$ cat src/sv/upd_pkg.sv
// Shared constants and helper functions for the URL percent decoder.
// No dependencies; compile first.
package upd_pkg;

    localparam int BYTE_W = 8;

    localparam logic [BYTE_W-1:0] PCT_CHAR   = 8'h25;
    localparam logic [BYTE_W-1:0] PLUS_CHAR  = 8'h2B;
    localparam logic [BYTE_W-1:0] SPACE_CHAR = 8'h20;

    localparam int SAFE_N = 10;
    localparam logic [SAFE_N-1:0][BYTE_W-1:0] SAFE_LIST = {
        8'h7D, 8'h7B, 8'h5D, 8'h5B, 8'h3E, 8'h3C, 8'h3A, 8'h2F, 8'h22, 8'h20
    };

    // Hex digit decode result: ok is low for any non-hex character.
    typedef struct packed {
        logic       ok;
        logic [3:0] val;
    } t_hex;

    function automatic t_hex hex_val(input logic [BYTE_W-1:0] c);
        t_hex r;
        r = '0;
        if (c >= 8'h30 && c <= 8'h39) begin
            r.ok  = 1'b1;
            r.val = 4'(c - 8'h30);
        end else if (c >= 8'h41 && c <= 8'h46) begin
            r.ok  = 1'b1;
            r.val = 4'(c - 8'h41 + 8'd10);
        end else if (c >= 8'h61 && c <= 8'h66) begin
            r.ok  = 1'b1;
            r.val = 4'(c - 8'h61 + 8'd10);
        end
        return r;
    endfunction

    function automatic logic on_safe_list(input logic [BYTE_W-1:0] v);
        logic hit;
        hit = 1'b0;
        for (int k = 0; k < SAFE_N; k++) begin
            if (SAFE_LIST[k] == v) begin
                hit = 1'b1;
            end
        end
        return hit;
    endfunction

endpackage

$ cat src/sv/upd_in_if.sv
// Input channel of the URL percent decoder: one encoded character per transaction.
// Depends on upd_pkg.
interface upd_in_if;
    logic                       valid;
    logic                       ready;
    logic [upd_pkg::BYTE_W-1:0] in_byte;
    logic                       in_last;

    modport source (output valid, output in_byte, output in_last, input ready);
    modport sink   (input valid, input in_byte, input in_last, output ready);
endinterface

$ cat src/sv/upd_out_if.sv
// Output channel of the URL percent decoder: one decoded character per transaction.
// Depends on upd_pkg.
interface upd_out_if;
    logic                       valid;
    logic                       ready;
    logic [upd_pkg::BYTE_W-1:0] out_byte;
    logic                       out_last;

    modport source (output valid, output out_byte, output out_last, input ready);
    modport sink   (input valid, input out_byte, input out_last, output ready);
endinterface

$ cat src/sv/url_percent_decoder.sv
// Path: an input transaction passes the input register, group register and output register
//   before its first result. A character that only advances an escape yields none.
// Throughput: one character per cycle while the output is ready and each character yields
//   at most one result; a group of two or three results holds the single output port.
// Reset: synchronous, active low; clears mode to full decoding, no escape pending, all empty.
// URL percent decoder top level. Depends on upd_pkg, upd_in_if, upd_out_if.
module url_percent_decoder (
    input  logic         i_clk,
    input  logic         i_rst_n,
    input  logic         i_cfg_we,
    input  logic         i_cfg_wdata,
    upd_in_if.sink       i_in_ch,
    upd_out_if.source    o_out_ch
);

    localparam int BW = upd_pkg::BYTE_W;

    // Escape tracker: idle, after '%', after '%' plus one held character.
    typedef enum logic [2:0] {
        PH_IDLE = 3'b001,
        PH_PCT  = 3'b010,
        PH_HELD = 3'b100
    } t_phase;

    typedef logic [1:0] t_cnt;

    // Up to three results produced by one input character.
    typedef struct packed {
        t_cnt               cnt;
        logic               last;
        logic [2:0][BW-1:0] data;
    } t_grp;

    // Configuration
    logic          r_mode;      // 0 full decoding, 1 safe-list only

    // Input register
    logic          r_in_vld;
    logic [BW-1:0] r_in_byte;
    logic          r_in_last;

    // Escape state
    t_phase        r_phase, n_phase;
    logic [BW-1:0] r_held, n_held;

    // Group register (B) and output register (A)
    logic          r_b_vld;
    t_grp          r_b;
    logic          r_a_vld;
    t_grp          r_a;
    t_cnt          r_idx;

    // Decode signals
    t_grp          g;
    logic          safe;
    logic          p_hold;
    logic [BW-1:0] p_byte;
    upd_pkg::t_hex hc, hh;
    logic [BW-1:0] v;

    // Flow control
    logic          in_acc, out_acc;
    logic          a_done, a_free, b_move, b_free, fire;

    //------------------------------------------------------------------
    // Handshake and flow between stages
    //------------------------------------------------------------------
    assign out_acc = r_a_vld && o_out_ch.ready;
    assign a_done  = out_acc && (r_idx == r_a.cnt - t_cnt'(1));
    assign a_free  = !r_a_vld || a_done;
    assign b_move  = r_b_vld && a_free;
    assign b_free  = !r_b_vld || b_move;
    // Decode the held character once the group register can take its results.
    assign fire    = r_in_vld && b_free;

    assign i_in_ch.ready = !r_in_vld || fire;
    assign in_acc        = i_in_ch.valid && i_in_ch.ready;

    assign o_out_ch.valid    = r_a_vld;
    assign o_out_ch.out_byte = r_a.data[r_idx];
    assign o_out_ch.out_last = r_a.last && (r_idx == r_a.cnt - t_cnt'(1));

    //------------------------------------------------------------------
    // Character decode
    //------------------------------------------------------------------
    assign safe = r_mode;

    // Plain handling of the current character: a '%' opens an escape unless it
    // ends the string; in full mode '+' turns into a space.
    assign p_hold = (r_in_byte == upd_pkg::PCT_CHAR) && !r_in_last;
    assign p_byte = (!safe && r_in_byte == upd_pkg::PLUS_CHAR) ? upd_pkg::SPACE_CHAR
                                                                : r_in_byte;

    assign hc = upd_pkg::hex_val(r_in_byte);
    assign hh = upd_pkg::hex_val(r_held);
    assign v  = {hh.val, hc.val};

    always_comb begin
        g       = '0;
        n_phase = PH_IDLE;
        n_held  = r_held;
        unique case (r_phase)
            PH_PCT: begin
                if (!safe && !hc.ok) begin
                    // Full mode, not hex: release the '%' and treat the character as plain.
                    g.data[0] = upd_pkg::PCT_CHAR;
                    if (p_hold) begin
                        g.cnt   = t_cnt'(1);
                        n_phase = PH_PCT;
                        n_held  = '0;
                    end else begin
                        g.data[1] = p_byte;
                        g.cnt     = t_cnt'(2);
                    end
                end else if (r_in_last) begin
                    // String ends after one character of the escape: flush as is.
                    g.data[0] = upd_pkg::PCT_CHAR;
                    g.data[1] = r_in_byte;
                    g.cnt     = t_cnt'(2);
                end else begin
                    n_held  = r_in_byte;
                    n_phase = PH_HELD;
                end
            end
            PH_HELD: begin
                if (hh.ok && hc.ok && (!safe || upd_pkg::on_safe_list(v))) begin
                    g.data[0] = v;
                    g.cnt     = t_cnt'(1);
                end else if (safe) begin
                    // Triple not on the safe list: pass all three through.
                    g.data[0] = upd_pkg::PCT_CHAR;
                    g.data[1] = r_held;
                    g.data[2] = r_in_byte;
                    g.cnt     = t_cnt'(3);
                end else begin
                    // Full mode, bad second digit: release '%' and held digit.
                    g.data[0] = upd_pkg::PCT_CHAR;
                    g.data[1] = r_held;
                    if (p_hold) begin
                        g.cnt   = t_cnt'(2);
                        n_phase = PH_PCT;
                        n_held  = '0;
                    end else begin
                        g.data[2] = p_byte;
                        g.cnt     = t_cnt'(3);
                    end
                end
            end
            default: begin
                if (p_hold) begin
                    n_phase = PH_PCT;
                    n_held  = '0;
                end else begin
                    g.data[0] = p_byte;
                    g.cnt     = t_cnt'(1);
                end
            end
        endcase
        g.last = r_in_last;
        // End of string always leaves no escape pending.
        if (r_in_last) begin
            n_phase = PH_IDLE;
            n_held  = '0;
        end
    end

    //------------------------------------------------------------------
    // Control registers
    //------------------------------------------------------------------
    always_ff @(posedge i_clk) begin
        if (!i_rst_n) begin
            r_mode   <= 1'b0;
            r_in_vld <= 1'b0;
            r_phase  <= PH_IDLE;
            r_held   <= '0;
            r_b_vld  <= 1'b0;
            r_a_vld  <= 1'b0;
            r_idx    <= '0;
        end else begin
            if (i_cfg_we) begin
                r_mode <= i_cfg_wdata;
            end

            if (in_acc) begin
                r_in_vld <= 1'b1;
            end else if (fire) begin
                r_in_vld <= 1'b0;
            end

            if (fire) begin
                r_phase <= n_phase;
                r_held  <= n_held;
            end

            // Drop empty groups; they carry no result.
            if (fire && g.cnt != '0) begin
                r_b_vld <= 1'b1;
            end else if (b_move) begin
                r_b_vld <= 1'b0;
            end

            if (b_move) begin
                r_a_vld <= 1'b1;
                r_idx   <= '0;
            end else if (a_done) begin
                r_a_vld <= 1'b0;
            end else if (out_acc) begin
                r_idx <= r_idx + t_cnt'(1);
            end
        end
    end

    //------------------------------------------------------------------
    // Payload registers
    //------------------------------------------------------------------
    always_ff @(posedge i_clk) begin
        if (in_acc) begin
            r_in_byte <= i_in_ch.in_byte;
            r_in_last <= i_in_ch.in_last;
        end
        if (fire && g.cnt != '0) begin
            r_b <= g;
        end
        if (b_move) begin
            r_a <= r_b;
        end
    end

    //------------------------------------------------------------------
    // Assertions
    //------------------------------------------------------------------
    a_out_grp_nonempty: assert property (@(posedge i_clk) disable iff (!i_rst_n)
        r_a_vld |-> (r_a.cnt != '0 && r_idx < r_a.cnt))
        else $error("output group empty or index past its count");

    a_grp_nonempty: assert property (@(posedge i_clk) disable iff (!i_rst_n)
        r_b_vld |-> r_b.cnt != '0)
        else $error("queued group has no results");

    a_last_clears_escape: assert property (@(posedge i_clk) disable iff (!i_rst_n)
        (fire && r_in_last) |=> (r_phase == PH_IDLE && r_held == '0))
        else $error("escape still pending after end of string");

    a_grp_holds: assert property (@(posedge i_clk) disable iff (!i_rst_n)
        (r_b_vld && !b_move) |=> (r_b_vld && $stable(r_b)))
        else $error("queued group changed while waiting");

    a_no_fire_when_full: assert property (@(posedge i_clk) disable iff (!i_rst_n)
        fire |-> (!r_b_vld || a_free))
        else $error("decode fired with no room for its results");

endmodule

$ cat src/flat_wrapper.sv
// flat-port wrapper written by rule: the top's interface ports become plain ports
module url_percent_decoder_flat 
  (i_clk, i_rst_n, i_cfg_we, i_cfg_wdata, i_in_ch_valid, i_in_ch_in_byte, i_in_ch_in_last, i_in_ch_ready, o_out_ch_valid, o_out_ch_out_byte, o_out_ch_out_last, o_out_ch_ready);
  upd_in_if i_in_ch_i ();
  upd_out_if o_out_ch_i ();
  input  logic i_clk;
  input  logic i_rst_n;
  input  logic i_cfg_we;
  input  logic i_cfg_wdata;
  input wire logic [$bits(i_in_ch_i.valid)-1:0] i_in_ch_valid;
  input wire logic [$bits(i_in_ch_i.in_byte)-1:0] i_in_ch_in_byte;
  input wire logic [$bits(i_in_ch_i.in_last)-1:0] i_in_ch_in_last;
  output wire logic [$bits(i_in_ch_i.ready)-1:0] i_in_ch_ready;
  output wire logic [$bits(o_out_ch_i.valid)-1:0] o_out_ch_valid;
  output wire logic [$bits(o_out_ch_i.out_byte)-1:0] o_out_ch_out_byte;
  output wire logic [$bits(o_out_ch_i.out_last)-1:0] o_out_ch_out_last;
  input wire logic [$bits(o_out_ch_i.ready)-1:0] o_out_ch_ready;
  assign i_in_ch_i.valid = i_in_ch_valid;
  assign i_in_ch_i.in_byte = i_in_ch_in_byte;
  assign i_in_ch_i.in_last = i_in_ch_in_last;
  assign i_in_ch_ready = i_in_ch_i.ready;
  assign o_out_ch_valid = o_out_ch_i.valid;
  assign o_out_ch_out_byte = o_out_ch_i.out_byte;
  assign o_out_ch_out_last = o_out_ch_i.out_last;
  assign o_out_ch_i.ready = o_out_ch_ready;
  url_percent_decoder u_core (.i_clk(i_clk), .i_rst_n(i_rst_n), .i_cfg_we(i_cfg_we), .i_cfg_wdata(i_cfg_wdata), .i_in_ch(i_in_ch_i), .o_out_ch(o_out_ch_i));
endmodule
$ cat config.mk
export PLATFORM = sky130hd
export DESIGN_NAME = url_percent_decoder_flat
export DESIGN_NICKNAME = d
export VERILOG_FILES = /design/src/sv/upd_pkg.sv /design/src/sv/upd_in_if.sv /design/src/sv/upd_out_if.sv /design/src/sv/url_percent_decoder.sv /design/src/flat_wrapper.sv
export SDC_FILE = /design/constraint.sdc
export NUM_CORES = 1
export LEC_CHECK = 0
export ABC_AREA = 1
export BUFFER_PORTS_ARGS = -buffer_cell sky130_fd_sc_hd__buf_2
export CAP_MARGIN = 30
export CORE_ASPECT_RATIO = 0.9
export CORE_MARGIN = 2
export CORE_UTILIZATION = 40
export CTS_CLUSTER_SIZE = 24
export DETAILED_ROUTE_END_ITERATION = 6
export SYNTH_ARGS = -nofsm -noshare
export SYNTH_HDL_FRONTEND = slang
export SYNTH_SLANG_ARGS = --single-unit
$ cat constraint.sdc
create_clock -name i_clk -period 6.56 [get_ports i_clk]
set_input_delay 0.656 -clock i_clk [delete_from_list [all_inputs] [get_ports i_clk]]
set_output_delay 0.656 -clock i_clk [all_outputs]
set_load 0.01 [all_outputs]
==> results of run 1 <==
## state kept, by name, summed over array words and instances, names as in the netlist
name,count
u_core.r_in_vld,1
u_core.r_idx,2
u_core.r_b,27
u_core.r_held,8
u_core.r_in_byte,8
u_core.r_a,27
u_core.r_b_vld,1
u_core.r_mode,1
u_core.o_out_ch.valid,1
u_core.r_phase,3
u_core.r_in_last,1
## power by group
group | internal [mW] | switching, mW | leakage (nW) | total, mW
logic | 0.0215 | 0.0425 | 0.850 | 0.0640
registers | 0.566 | 0.0126 | 0.729 | 0.579
clock network | 0.142 | 0.188 | 0.0919 | 0.330
total | 0.729 | 0.243 | 1.67 | 0.973
## through the flow
stage	hold WS (ns)	total power, mW	utilization, %	instance area (µm²)	worst slack [ns]
6_report	0.424	0.973	46.4	4250	3.13
5_1_grt	0.432	1.01	46.4	4250	2.74
4_1_cts	0.428	0.983	46.1	4220	3.10
3_5_place_dp	0.408	0.653	44.1	4050	3.12
3_3_place_gp	0.403	0.652	44.1	4050	3.16
2_1_floorplan	0.400	0.629	-	3790	3.81
## Yosys cell counts (6+ instances only)
cell type	instances	area share [%]
a21oi_1	11	1.5
a22oi_1	6	1.2
dfxtp_1	17	9.0
edfxtp_1	63	50
ha_1	8	2.6
inv_1	37	3.7
inv_2	9	0.89
nand2_1	63	6.2
nand3_1	28	3.7
nor2_1	61	6.0
o21ai_0	16	2.1
o31ai_1	8	1.6
## kinds of logic after synthesis
kind of cell,after synthesis,share of synthesized area (%)
XOR/XNOR,1,0.231
flip-flops,80,58.8
buffers and inverters,53,5.37
AO/OA/AOI/OAI,65,11.9
adder cells (fa/ha/maj),8,2.64
AND/OR/NAND/NOR,177,21.0
## how the worst max path moves through the flow
stage                                  startpoint                        to  slack [ns]  cells past startpoint
global placement    u_core.r_in_byte[1]$_DFFE_PP_  u_core.r_b[12]$_DFFE_PP_        3.16                     18
CTS                 u_core.r_in_byte[1]$_DFFE_PP_  u_core.r_b[12]$_DFFE_PP_        3.10                     18
detailed placement  u_core.r_in_byte[0]$_DFFE_PP_  u_core.r_b[12]$_DFFE_PP_        3.12                     17
floorplan           u_core.r_held[0]$_SDFFE_PN0P_   u_core.r_b[0]$_DFFE_PP_        3.81                     17
finish              u_core.r_in_byte[1]$_DFFE_PP_  u_core.r_b[13]$_DFFE_PP_        3.13                     18
global route        u_core.r_in_byte[1]$_DFFE_PP_  u_core.r_b[12]$_DFFE_PP_        2.74                     18
## routing by layer
| layer | share of wire (%) | up-vias | routed length, µm |
|---|---|---|---|
| li1 | - | 1392 | - |
| met1 | 49 | 1245 | 3880 |
| met2 | 46 | 60 | 3600 |
| met3 | 3.8 | 14 | 304 |
| met4 | 1.6 | 0 | 129 |
| met5 | 0 | - | 0 |
## worst max-delay path, delay by kind of cell, from the launching register on
| kind | cells | cell delay (ns) |
|---|---|---|
| and+or+nand+nor | 13 | 1.34 |
| DFF | 1 | 0.53 |
| buffers and inverters | 3 | 0.89 |
| adders and majority gates | 1 | 0.21 |
| AOI/OAI and AO/OA | 1 | 0.06 |
## area by class of cell
type | instances | share of cell area [%]
clock inverter | 7 | 1.29
tap | 122 | 3.59
timing repair buffer | 26 | 3.59
clock buffer | 9 | 2.91
multi-input combinational | 251 | 32.0
inverter | 47 | 4.15
sequential | 80 | 52.5
==> run metrics, run 1 <==
area grow syn2layout=12.0%; CP required=6.54 ns; Hold Crit Depth=0; Most Frequent Cell on Critical Path=nand2_1; Most used DFF post-synth=edfxtp_1; Slew Limit Fails=0; grt met2 use=25.8%; CP Max Fanout=27; die height=96.4 µm; relative slew slack=36.6%; Rows=33; vias in the first global route=2450; Cells after DPL=525; startpoint types=flip-flop; CTS sink cnt=80; non-filler cells, final=542; setup violators final=0; RSZ-0062 raised after global routing=no; worst-case clock buffer depth=2; Worst Setup End Kind=flip-flop; CTS tree=yes; pin count of the biggest net entering global routing=28; Post-CTS Hold Fix Bufs=0; Core ar.=9170 µm²; CTS resizes=0; via/cell ratio=5.00; Die Area=10300 µm²; WL final=7920 µm; minimum clock period=3.43 ns; WP data arrival=3.41 ns; total CTS buffers=9; Multi-input gate area=1360 µm²; clock-pin transition on the worst setup and hold timing paths=0.09 ns; root buf cell=clkbuf_8; register-to-register setup slack=3.13 ns; pwr/cell area=229 nW/µm²; Crit Reg-Reg Endpoint=u_core.r_b[13]$_DFFE_PP_; GR Overflow Total=0; slowest CP cell=inv_1; sequential fraction of the synthesis area=58.8%; diodes inserted=0; cells after synthesis=384; nets@finish=438; 1st-pass router iterations=5; final period utilization=52.3%; initial antenna violation count=0; Post-CTS Setup Bufs=0; met3 Usage GRT=3.62%; Worst-Margin Slew=0.950 ns; FMAX=0.291 GHz; Detail Placement HPWL=5990 µm; synthesized flop and latch total=80; gr busiest metal=met2; Post-synth EDFFs=63; clk_lat worst skew=0.36 ns; yosys warns=0; Overall Global Routing Usage=16.6%; Fillers=896; H-Tree Depth=3; ys async rst share=0%; met1 Use GR=23.4%; DR WL/cell=14.6 µm; Leak=1.67 nW; Die Wd=107 µm; most frequent cells in the layout=63 x nand2_1, 63 x edfxtp_1, 61 x nor2_1, 37 x inv_1, 28 x nand3_1; DR vias=2711; Hold Vio Cnt, Final=0; reg-to-reg startpoint=u_core.r_in_byte[1]$_DFFE_PP_; Layout Skew=0.00987 ns; Worst path max stage delay=0.69 ns; # DRC=0; Setup CP Type=flip-flop to flip-flop; final setup TNS=0 ns; Max-Cap Viols=0; Worst Min Path Start=u_core.r_b[3]$_DFFE_PP_; initial core utilization=41.4%; register area=2230 µm²; Synth Area per Inst=9.88 µm²; CP cell instances=inv_1, ha_1, inv_1, nand3_1, nand3_1, nor2_1, nor2_4, nor2_2, nand2_1, nand2_1, nand2_1, nand3_1, o21bai_1, nand2_1, nand2_2, nand3_1, nand2_1, inv_1; global-route wire length before repair=12800 µm; drt initial violations=232; syn nets=407; distinct cell type count after synthesis=38; R2R depth=18; Port Buffers=25; Netlist Area Pre-Place=3790 µm²; Routed Antenna Nets=0; hold path endpoint=u_core.r_a[3]$_DFFE_PP_; RD Place Congestion=1.04; share of cells above drive strength 1=18.1%; Top Ports=26; Min-Delay Path Class=flip-flop to flip-flop; maximum VDD drop=114 µV; status=complete, no violations
Note: power is estimated with default switching activity, not from simulation.
==> run 2: changes to the inputs <==
Clock period 6.56 ns to 3.4 ns, I/O delays scaled along.
==> run metrics, run 2 (synthesis gave the netlist of run 1 again) <==
status=complete, no violations; GR Overflow Total=0 (unchanged); pin count of the biggest net entering global routing=28 (unchanged); maximum VDD drop=212 µV (+86%); die height=96.4 µm (unchanged); initial core utilization=41.4% (unchanged); area grow syn2layout=12.8%; Layout Skew=0.00941 ns (-0.000464 ns); Worst-Margin Slew=0.629 ns (-0.321 ns); Worst path max stage delay=0.53 ns (-0.16 ns); initial antenna violation count=0 (unchanged); worst hold slack=0.155 ns (-0.269 ns); Post-CTS Setup Bufs=0 (unchanged); total CTS buffers=9 (unchanged); Die Area=10300 µm² (unchanged); final setup TNS=0 ns (unchanged); drt initial violations=199 (-14%); CTS tree=yes; RSZ-0062 raised after global routing=no; min setup slack post-route=0.293 ns (-2.84 ns); Leak=1.68 nW (+0.80%); clk_lat worst skew=0.36 ns (about the same); global-route wire length before repair=13100 µm (+1.9%); clock-pin transition on the worst setup and hold timing paths=0.08 ns (about the same); CP required=3.43 ns (-3.11 ns); startpoint types=flip-flop; Rows=33 (unchanged); setup violators final=0 (unchanged); Largest regs=u_core.r_a: 27 flops, u_core.r_b: 27 flops; Min-Delay Path Class=input pin to flip-flop; worst-case clock buffer depth=2 (unchanged); Post-CTS Hold Fix Bufs=0 (unchanged); non-filler cells, final=545 (+0.55%); CP cell instances=inv_1, ha_1, inv_1, nand3_1, nand3_1, nor2_1, nor2_4, nor2_2, nand2_1, nand2_1, nand2_1, nand3_1, o21bai_1, nand2_1, nand2_2, nand3_1, nand2_1, inv_1, buf_4; relative slew slack=57.7% (+21 points); Fillers=888 (-0.89%); Worst Setup End Kind=flip-flop; CP Max Fanout=27 (unchanged); share of cells above drive strength 1=18.4% (+0.34 points); Cells after DPL=529 (+0.76%); final period utilization=91.4% (+39 points); Max-Cap Viols=0 (unchanged); H-Tree Depth=3 (unchanged); register-to-register setup slack=0.29 ns (-2.84 ns); DR WL/cell=14.2 µm (-2.4%); Tot Pwr=1.95 mW (+100%); crit-path leading delay family=simple AND/OR/NAND/NOR gates; Most Frequent Cell on Critical Path=nand2_1; pwr/cell area=456 nW/µm² (+99%); 1st-pass router iterations=5 (unchanged); Top Ports=26 (unchanged); Detail Placement HPWL=5960 µm (-0.59%); Setup CP Type=flip-flop to flip-flop; slowest CP cell=edfxtp_1; WP data arrival=3.14 ns (-0.27 ns); count of buffer and inverter cells on the critical path=4 (+1); RD Place Congestion=1.04 (about the same); diodes inserted=0 (unchanged); Die Wd=107 µm (unchanged); Hold Vio Cnt, Final=0 (unchanged); via/cell ratio=4.98 (-0.37%); minimum clock period=3.11 ns (-0.325 ns); CTS resizes=0 (unchanged); Core ar.=9170 µm² (unchanged); WL final=7770 µm (-1.9%); Port Buffers=25 (unchanged); nets@finish=441 (+0.68%); pre-CTS setup slack=0.301 ns (-2.82 ns); Overall Global Routing Usage=16.8% (+0.23 points); vias in the first global route=2542 (+3.8%); DR vias=2716 (+0.18%); root buf cell=clkbuf_8; Slew Limit Fails=0 (unchanged); CTS sink cnt=80 (unchanged); FMAX=0.322 GHz (+10%); # DRC=0 (unchanged); Routed Antenna Nets=0 (unchanged); most frequent cells in the layout=63 x nand2_1, 63 x edfxtp_1, 61 x nor2_1, 37 x inv_1, 28 x nand3_1
[run 2: report_power, final]
group / switching [mW] / internal [mW] / total [mW] / leakage [nW]
logic: 0.0811 / 0.0402 / 0.121 / 0.859
registers: 0.0246 / 1.09 / 1.12 / 0.729
clock network: 0.364 / 0.348 / 0.712 / 0.0969
[run 2: layout make-up]
class                           count  area, µm²  area share [%]
Multi-Input combinational cell    251       1360            31.8
Inverter                           47        176            4.12
Clock inverter                      7       80.1            1.87
Tap cell                          122        153            3.57
Timing Repair Buffer               29        155            3.63
Clock buffer                        9        124            2.89
Sequential cell                    80       2230            52.2
[run 2: layer usage]
metal,up-vias,track usage [%],part of all wire (%)
li1,1391,-,-
met1,1254,22.6,49
met2,60,26.4,45
met3,11,4.69,4.6
met4,0,5.95,1.5
met5,-,0,0
[run 2: worst paths after layout]
check                                                    from                             to  depth (start not counted)
worst min-delay path                       i_in_ch_in_byte[4]  u_core.r_in_byte[4]$_DFFE_PP_                          1
worst max register to register  u_core.r_in_byte[1]$_DFFE_PP_   u_core.r_b[17]$_SDFFCE_PP0P_                         19
worst max-delay path            u_core.r_in_byte[1]$_DFFE_PP_   u_core.r_b[17]$_SDFFCE_PP0P_                         19
worst min register to register       u_core.r_b[26]$_DFFE_PP_       u_core.r_a[26]$_DFFE_PP_                          0
[run 2: per-stage QoR]
step / area, µm² / utilization, %
after detailed placement: 4080 / 44.5
after global routing: 4280 / 46.7
after global placement: 4080 / 44.5
after CTS: 4280 / 46.7
final: 4280 / 46.7
after floorplan: 3790 / -
